==> src/sv/beam_survivor_pruner_assert.svh <==
// ----------------------------------------------------------------------------
// beam survivor pruner assertion macros
// concurrent checks on the clk_i domain, disabled while rst_ni is low
// ----------------------------------------------------------------------------
`ifndef BEAM_SURVIVOR_PRUNER_ASSERT_SVH
`define BEAM_SURVIVOR_PRUNER_ASSERT_SVH

`ifndef ASSERT_OFF
// condition holds at every clock edge
`define BSP_ASSERT(lbl, expr) \
  lbl: assert property (@(posedge clk_i) disable iff (!rst_ni) (expr)) \
    else $error("beam survivor pruner check failed");
// pre at one edge implies post at the next
`define BSP_ASSERT_NEXT(lbl, pre, post) \
  lbl: assert property (@(posedge clk_i) disable iff (!rst_ni) (pre) |=> (post)) \
    else $error("beam survivor pruner check failed");
`else
`define BSP_ASSERT(lbl, expr)
`define BSP_ASSERT_NEXT(lbl, pre, post)
`endif

`endif

==> src/sv/bsp_pkg.sv <==
// ----------------------------------------------------------------------------
// bsp_pkg
// shared constants and types of the beam survivor pruner
// ----------------------------------------------------------------------------
package bsp_pkg;

  localparam int MAX_SURVIVORS  = 25;
  localparam int NODES_PER_PATH = 30;
  localparam int ELEMENT_STATES = 6;
  localparam int CAND_DEPTH     = MAX_SURVIVORS * NODES_PER_PATH;

  localparam int PROB_W = 24;
  localparam int MASS_W = 30;
  localparam int IDX_W  = $clog2(CAND_DEPTH);
  localparam int CCNT_W = $clog2(CAND_DEPTH + 1);
  localparam int SLOT_W = $clog2(MAX_SURVIVORS);
  localparam int SCNT_W = $clog2(MAX_SURVIVORS + 1);
  localparam int POS_W  = $clog2(NODES_PER_PATH);
  localparam int ES_W   = (ELEMENT_STATES > 1) ? $clog2(ELEMENT_STATES) : 1;
  localparam int KEY_W  = 32;

  // configuration register map
  localparam int ADDR_W = 3;
  localparam logic [ADDR_W-1:0] REG_TARGET_MASS = 3'd0;
  localparam logic [ADDR_W-1:0] REG_MIN_PROB    = 3'd4;
  localparam logic [PROB_W-1:0] TARGET_RESET    = 24'd15099494;
  localparam logic [PROB_W-1:0] MIN_RESET       = 24'd17;

  // one stored candidate
  typedef struct packed {
    logic [PROB_W-1:0] prob;
    logic [9:0]        letter;
    logic [15:0]       duration;
    logic [5:0]        rate;
    logic [31:0]       estimate;
    logic [31:0]       variance;
  } cand_t;

  // divider request and response
  typedef struct packed {
    logic              start;
    logic [PROB_W-1:0] num;
    logic [MASS_W-1:0] den;
  } div_req_t;

  typedef struct packed {
    logic              done;
    logic [PROB_W-1:0] quo;
  } div_rsp_t;

endpackage

==> src/sv/bsp_divider.sv <==
// ----------------------------------------------------------------------------
// bsp_divider
// restoring divider, one quotient bit per cycle: floor(num * 2^24 / den),
// saturated to 24 bits, zero when den is zero
// ----------------------------------------------------------------------------
module bsp_divider (
  input  logic              clk_i,
  input  logic              rst_ni,
  input  bsp_pkg::div_req_t req_i,
  output bsp_pkg::div_rsp_t rsp_o
);
  import bsp_pkg::*;

  localparam int QW = PROB_W + 1;
  localparam int CW = $clog2(QW + 1);

  logic              busy_q;
  logic [CW-1:0]     cnt_q;
  logic [MASS_W-1:0] rem_q, den_q;
  logic [QW-1:0]     sh_q, quo_q;
  logic              zero_q, done_q;
  logic [MASS_W:0]   trial;
  logic              ge;

  // one trial subtraction per step
  assign trial = {rem_q, sh_q[QW-1]};
  assign ge    = trial >= {1'b0, den_q};

  always_ff @(posedge clk_i or negedge rst_ni) begin
    if (!rst_ni) begin
      busy_q <= 1'b0;
      done_q <= 1'b0;
      cnt_q  <= '0;
    end else begin
      done_q <= 1'b0;
      if (req_i.start) begin
        busy_q <= 1'b1;
        cnt_q  <= CW'(QW);
      end else if (busy_q) begin
        cnt_q <= cnt_q - 1'b1;
        if (cnt_q == CW'(1)) begin
          busy_q <= 1'b0;
          done_q <= 1'b1;
        end
      end
    end
  end

  // datapath
  always_ff @(posedge clk_i) begin
    if (req_i.start) begin
      rem_q  <= MASS_W'(req_i.num[PROB_W-1:1]);
      sh_q   <= {req_i.num[0], {PROB_W{1'b0}}};
      den_q  <= req_i.den;
      zero_q <= (req_i.den == '0);
      quo_q  <= '0;
    end else if (busy_q) begin
      rem_q <= ge ? MASS_W'(trial - {1'b0, den_q}) : MASS_W'(trial);
      sh_q  <= {sh_q[QW-2:0], 1'b0};
      quo_q <= {quo_q[QW-2:0], ge};
    end
  end

  assign rsp_o.done = done_q;
  assign rsp_o.quo  = zero_q ? '0 :
                      (quo_q[QW-1] ? {PROB_W{1'b1}} : quo_q[PROB_W-1:0]);

endmodule

==> config.mk <==
export PLATFORM = sky130hd
export DESIGN_NAME = bsp_divider
export DESIGN_NICKNAME = d
export VERILOG_FILES = /design/src/sv/beam_survivor_pruner_assert.svh /design/src/sv/bsp_pkg.sv /design/src/sv/bsp_divider.sv
export SDC_FILE = /design/constraint.sdc
export NUM_CORES = 1
export LEC_CHECK = 0
export BUFFER_PORTS_ARGS = -buffer_cell sky130_fd_sc_hd__buf_2
export CAP_MARGIN = 20
export CORE_UTILIZATION = 45
export DETAILED_ROUTE_END_ITERATION = 8
export PLACE_DENSITY = 0.65
export SKIP_CTS_REPAIR_TIMING = 1
export SKIP_LAST_GASP = 1
export SLEW_MARGIN = 0
export SYNTH_ARGS = -nofsm -noshare
export SYNTH_HDL_FRONTEND = slang
export SYNTH_SLANG_ARGS = --single-unit
==> constraint.sdc <==
create_clock -name clk_i -period 2.97 [get_ports clk_i]
set_input_delay 0.1485 -clock clk_i [delete_from_list [all_inputs] [get_ports clk_i]]
set_output_delay 0.1485 -clock clk_i [all_outputs]
set_load 0.1 [all_outputs]
======== Yosys cells after proc, flatten, opt, wreduce, memory -nomap -nowiden ========
Index checks and enable logic that the tools add are counted.
word-level totals
  output and inout bits ................... 25
  word-level logic and storage cells ...... 30
  register bits ........................... 94
operators by class
  reductions and logical operators ........ 2
  muxes and demuxes ....................... 15
  add/sub/neg operators ................... 2
  $lt $le $gt $ge ......................... 1
  eq/ne operators ......................... 1
operators by type and width
  kind                   count
  $mux W25               2
  $mux W24               2
  $mux W23               2
  $ge A31 B30 Y1         1
  $logic_not A30 Y1      1
  $mux W30               1
  $sub A30 B30 Y30       1
  $mux W5                2
  $mux W1                6
  $eq A5 B1 Y1 const B   1
  $sub A5 B1 Y5 const B  1
  $reduce_bool A2 Y1     1

======== Logic depth before layout (Yosys ltp) ========
  depth after elaboration ................. 4
  gate-level depth with buffers ........... 13
  mapped depth without buffers ............ 11

======== Worst setup path after synthesis ========
OpenSTA, ideal clock, no wires.
  path type ............................... register to register
  start point ............................. register rem_q[7]
  end point ............................... register rem_q[2], data pin
  arrival time ............................ 2.430 ns
  setup time .............................. 0.260 ns
  cell stages (with the launch flop) ...... 12
  path slack .............................. 0.280 ns
  period minus slack after synthesis ...... 2.690 ns
  cell sequence ........................... edfxtp_1 -> ha_1 -> clkbuf_1 -> nand4_1 -> nor3_1 -> and3b_1 -> a2111o_1 -> nor3_2 -> buf_4 -> buf_2 -> o21ai_0 -> mux2_2
on the way
  word-level cells in the longest chain between the ends .. 4
ends and longest elaborated chain
  what                    line               text
  from (decl)             bsp_divider.sv:19  logic [MASS_W-1:0] rem_q, den_q;
  from (signal assigned)  bsp_divider.sv:52  rem_q <= MASS_W'(req_i.num[PROB_W-1:1]);
  from (signal assigned)  bsp_divider.sv:58  rem_q <= ge ? MASS_W'(trial - {1'b0, den_q}) : MASS_W'(trial);
  $ge A31 B30 Y1          bsp_divider.sv:27  assign ge = trial >= {1'b0, den_q};
  $mux W30                bsp_divider.sv:58
  $mux W23                bsp_divider.sv:57  end else if (busy_q) begin
  $mux W23                bsp_divider.sv:51  if (req_i.start) begin
No other way between the ends. The select of a mux whose other input is x is not followed.
A chain may end at the register's enable or synchronous reset.

======== Worst setup path in the final report ========
  start point ............................. register rem_q[1]
  end point ............................... register rem_q[29]
on the way
  word-level cells in the longest chain between the ends .. 2
  elaborated cells on any way between the ends .. 3
  those cells by class .................... 1 x add/sub; 1 x order compare; 1 x mux
ends and longest elaborated chain
  what                                                       line
  $sub A30 B30 Y30 / $ge A31 B30 Y1 (equally long branches)  bsp_divider.sv:58, bsp_divider.sv:27
  $mux W30 (*)                                               bsp_divider.sv:58
Mark *: on every way between the ends. The rest lies on a longest branch, timed or not.

==> reports/qor.txt <==
Category of the most critical setup path = flop to flop
Yosys top cell by area = edfxtp_1
Number of remaining DRC errors = 0
Die outline area = 0.0135 mm^2
Maximum number of pins on one net before global-route repair = 63
Via count of the first global-routing pass = 4735
Horizontal die dimension = 116 um
Fin crit period = 2870 ps
Fmax achieved = 0.348 GHz
Worst-case reg-to-reg path depth = 12
Share of synthesized area occupied by flip-flops and latches = 0.419
Top-area cell type share of the netlist area = 0.281
CTS H-Tree Depth = 3
Crit Path Max Fanout = 4
Async set or reset register ratio after synthesis = 0.0745
Min-Delay Startpoint = req_i[18]
Endpoint of the most critical register-to-register path = rem_q[29]
Port Buffers = 81
CTS clock-pin slew for the worst setup and hold paths = 70 ps
Critical Path Start Type = flop
Drt wl/cell = 15.3 um
Master cell of the clock root buffer = clkbuf_16
RSZ-0062 raised after global routing = true
# Max-Cap Violations = 0
Detail Placement HPWL = 9910 um
Endpoint kind of the worst setup timing path = flop
Outcome = completed
Launch point of the critical path = rem_q[1]
Gr ovfl total = 0
Psw = 0.00265 W
Synthesized net count = 736
Global-route total usage across every layer = 0.214
Longest Clk Path Bufs = 2
Final Hold Viols = 0
PwrDens = 897 mW/mm^2
Initial standard-cell utilization of the core = 0.465
Slack of the worst reg-to-reg path = 100 ps
Switching share of power = 0.405
First-iteration detailed-routing DRC count = 271
Nets = 850
Origin of the critical flop-to-flop path = rem_q[1]
Latest clock arrival within the worst-skew pair = 360 ps
Placer Congestion = 0.864
Detailed-router iteration count before antenna repair = 5
Global-route wire length before repair = 22400 um
Worst endpoint data arrival time = 3150 ps
Clock sink count = 94
Area taken by multi-input logic gates = 0.00318 mm^2
Mean area per synthesized cell = 9.11 um^2
Worst endpoint required time = 3250 ps
FF+latch area = 0.00247 mm^2
Count of cell types in the netlist = 60
Relative slew margins = 0.425
Layout Area Growth over Synthesis = 23.8%
Number of max-slew violations in the final report = 0
Internal power = 0.00389 W
Initial antenna violation count = 0
Most frequently used cell type in the post-synthesis netlist = nor2_1
Remaining antenna violation count = 0
Io pins = 82
Core region area = 0.0127 mm^2
Most frequently used flop master after synthesis = edfxtp_1
Clock tree skew after final layout = 10.4 ps
TritonCTS Buffers = 9
Post-layout total power = 0.00654 W
Netlist area before placement = 0.00589 mm^2
Top cells by count, synth = 100 x nor2_1, 55 x edfxtp_1, 46 x nand2_1, 45 x inv_1, 42 x o21ai_0
Filler instances = 1140
Gate count after technology mapping = 646
Final Routed Wirelength = 14400 um
Hold endpoint = den_q[18]
Number of flip-flops and latches in the synthesized netlist = 94
Placement Rows = 41
Fraction of power consumed by sequential logic = 0.286
Count of flip-flops with a built-in enable after synthesis = 55
Via count = 5070
Die extent in y = 116 um
Clock power share = 0.175
Total setup violations reported at the end of the flow = 0
Combinational cell fraction of total power = 0.539
Worst Hold Path Cells = 1
Tightest Hold Check Type = primary input to flop
Warnings from Yosys = 0
Count of inserted antenna diode cells = 0
Clock tree from TritonCTS = built
Most area-consuming cells after synthesis = edfxtp_1 28%, dfxtp_1 11%, ha_1 6.8%
Leakage dissipation = 3.33 nW
Setup_tns = 0 ps
Slew at the pin with the worst max-slew slack = 862 ps
Tcrit/Tclk final = 0.966
Post-detailed-route via-to-cell ratio = 5.41
Proportion of layout cells with a drive suffix above 1 = 0.227
Worst vdd rail ir drop = 581 uV
-- placed cells by master (no fill, tap or decap), types with 4 or more instances in the layout --
cell and n:
xor2_1 14, or3_1 4, a21oi_2 5, nor2_1 100, dfrtp_1 6, xnor2_1 9
nor2b_1 7, dfxtp_1 32, nand4_1 8, buf_4 22, o21ai_1 6, mux2_2 21
nand3_1 7, o21ai_0 37, nand2b_1 11, a21o_1 13, ha_2 6, clkbuf_16 11
inv_1 45, nor4_1 8, buf_2 81, edfxtp_1 55, nand3b_1 8, a211oi_1 8
ha_1 25, mux2i_1 28, o21bai_1 6, nor3_1 9, nand2_1 46, dlygate4sd3_1 30
a21oi_1 34
-- metrics by stage --
step	instance area, um^2	hold slack (ps)	util	std cells	worst slack, ps
finish	7290	8.37	0.575	937	99.6
global route	7290	2.93	0.575	937	-27.3
CTS	6800	-405	0.536	898	23.8
detailed placement	6510	-10.2	0.514	882	43.5
global placement	6510	-14.4	0.514	882	51.0
floorplan	5890	-147	-	646	280
-- power by group through the flow --
stage | clock [W] | sequential (W) | combinational (W)
2_1_floorplan | 0 | 0.00183 | 0.00241
3_3_place_gp | 0 | 0.00188 | 0.00308
3_5_place_dp | 0 | 0.00189 | 0.00312
4_1_cts | 0.00118 | 0.00186 | 0.00314
5_1_grt | 0.00123 | 0.00191 | 0.00394
6_report | 0.00115 | 0.00187 | 0.00353
-- kinds of logic (layout without fill, tap and decap cells) --
kind of cell / count (synthesis) / in the layout / share of synthesized area
muxes: 49 / 49 / 0.0878
buffers and inverters: 80 / 199 / 0.0572
adders and majority gates: 33 / 33 / 0.0714
DFF: 94 / 94 / 0.419
and+or+nand+nor: 227 / 227 / 0.183
xor gates and xnor gates: 23 / 23 / 0.0342
AOI/OAI and AO/OA: 140 / 140 / 0.147
-- cell type report --
| type | instances | share of cell area |
|---|---|---|
| repair buffers | 138 | 0.133 |
| clock buffers | 10 | 0.0328 |
| inverters | 45 | 0.0232 |
| well taps | 172 | 0.0295 |
| flip-flops and latches | 94 | 0.339 |
| clock inverters | 6 | 0.00669 |
| multi-input cells | 472 | 0.436 |
-- worst max path at each step --
stage / end / slack (ps) / cells after the start
2_1_floorplan: rem_q[2] / 280 / 11
3_3_place_gp: rem_q[1] / 50 / 10
3_5_place_dp: rem_q[29] / 40 / 10
4_1_cts: rem_q[29] / 20 / 11
5_1_grt: rem_q[29] / -30 / 12
6_report: rem_q[29] / 100 / 12
-- layer usage --
layer / track usage / wire length [um]
met3: 0.0597 / 706
met5: 0 / 0
met2: 0.337 / 6660
met1: 0.285 / 6750
met4: 0.0675 / 257
-- registers in the layout, indices dropped and copies added, names as in the netlist --
| name | flops |
|---|---|
| quo_q | 25 |
| busy_q | 1 |
| done_q | 1 |
| sh_q | 1 |
| den_q | 30 |
| zero_q | 1 |
| rem_q | 30 |
| cnt_q | 5 |
-- critical path, cell delays in order, from the launching register on --
cell and delay, ps:
edfxtp_1 400, ha_1 340, buf_4 130, o211ai_1 90, a21oi_2 180, o211ai_1 100, buf_4 160, buf_4 130
a21oi_2 170, o221ai_1 230, a21oi_1 240, mux2_2 360, nor4_2 250
(Power assumes the default switching activity.)
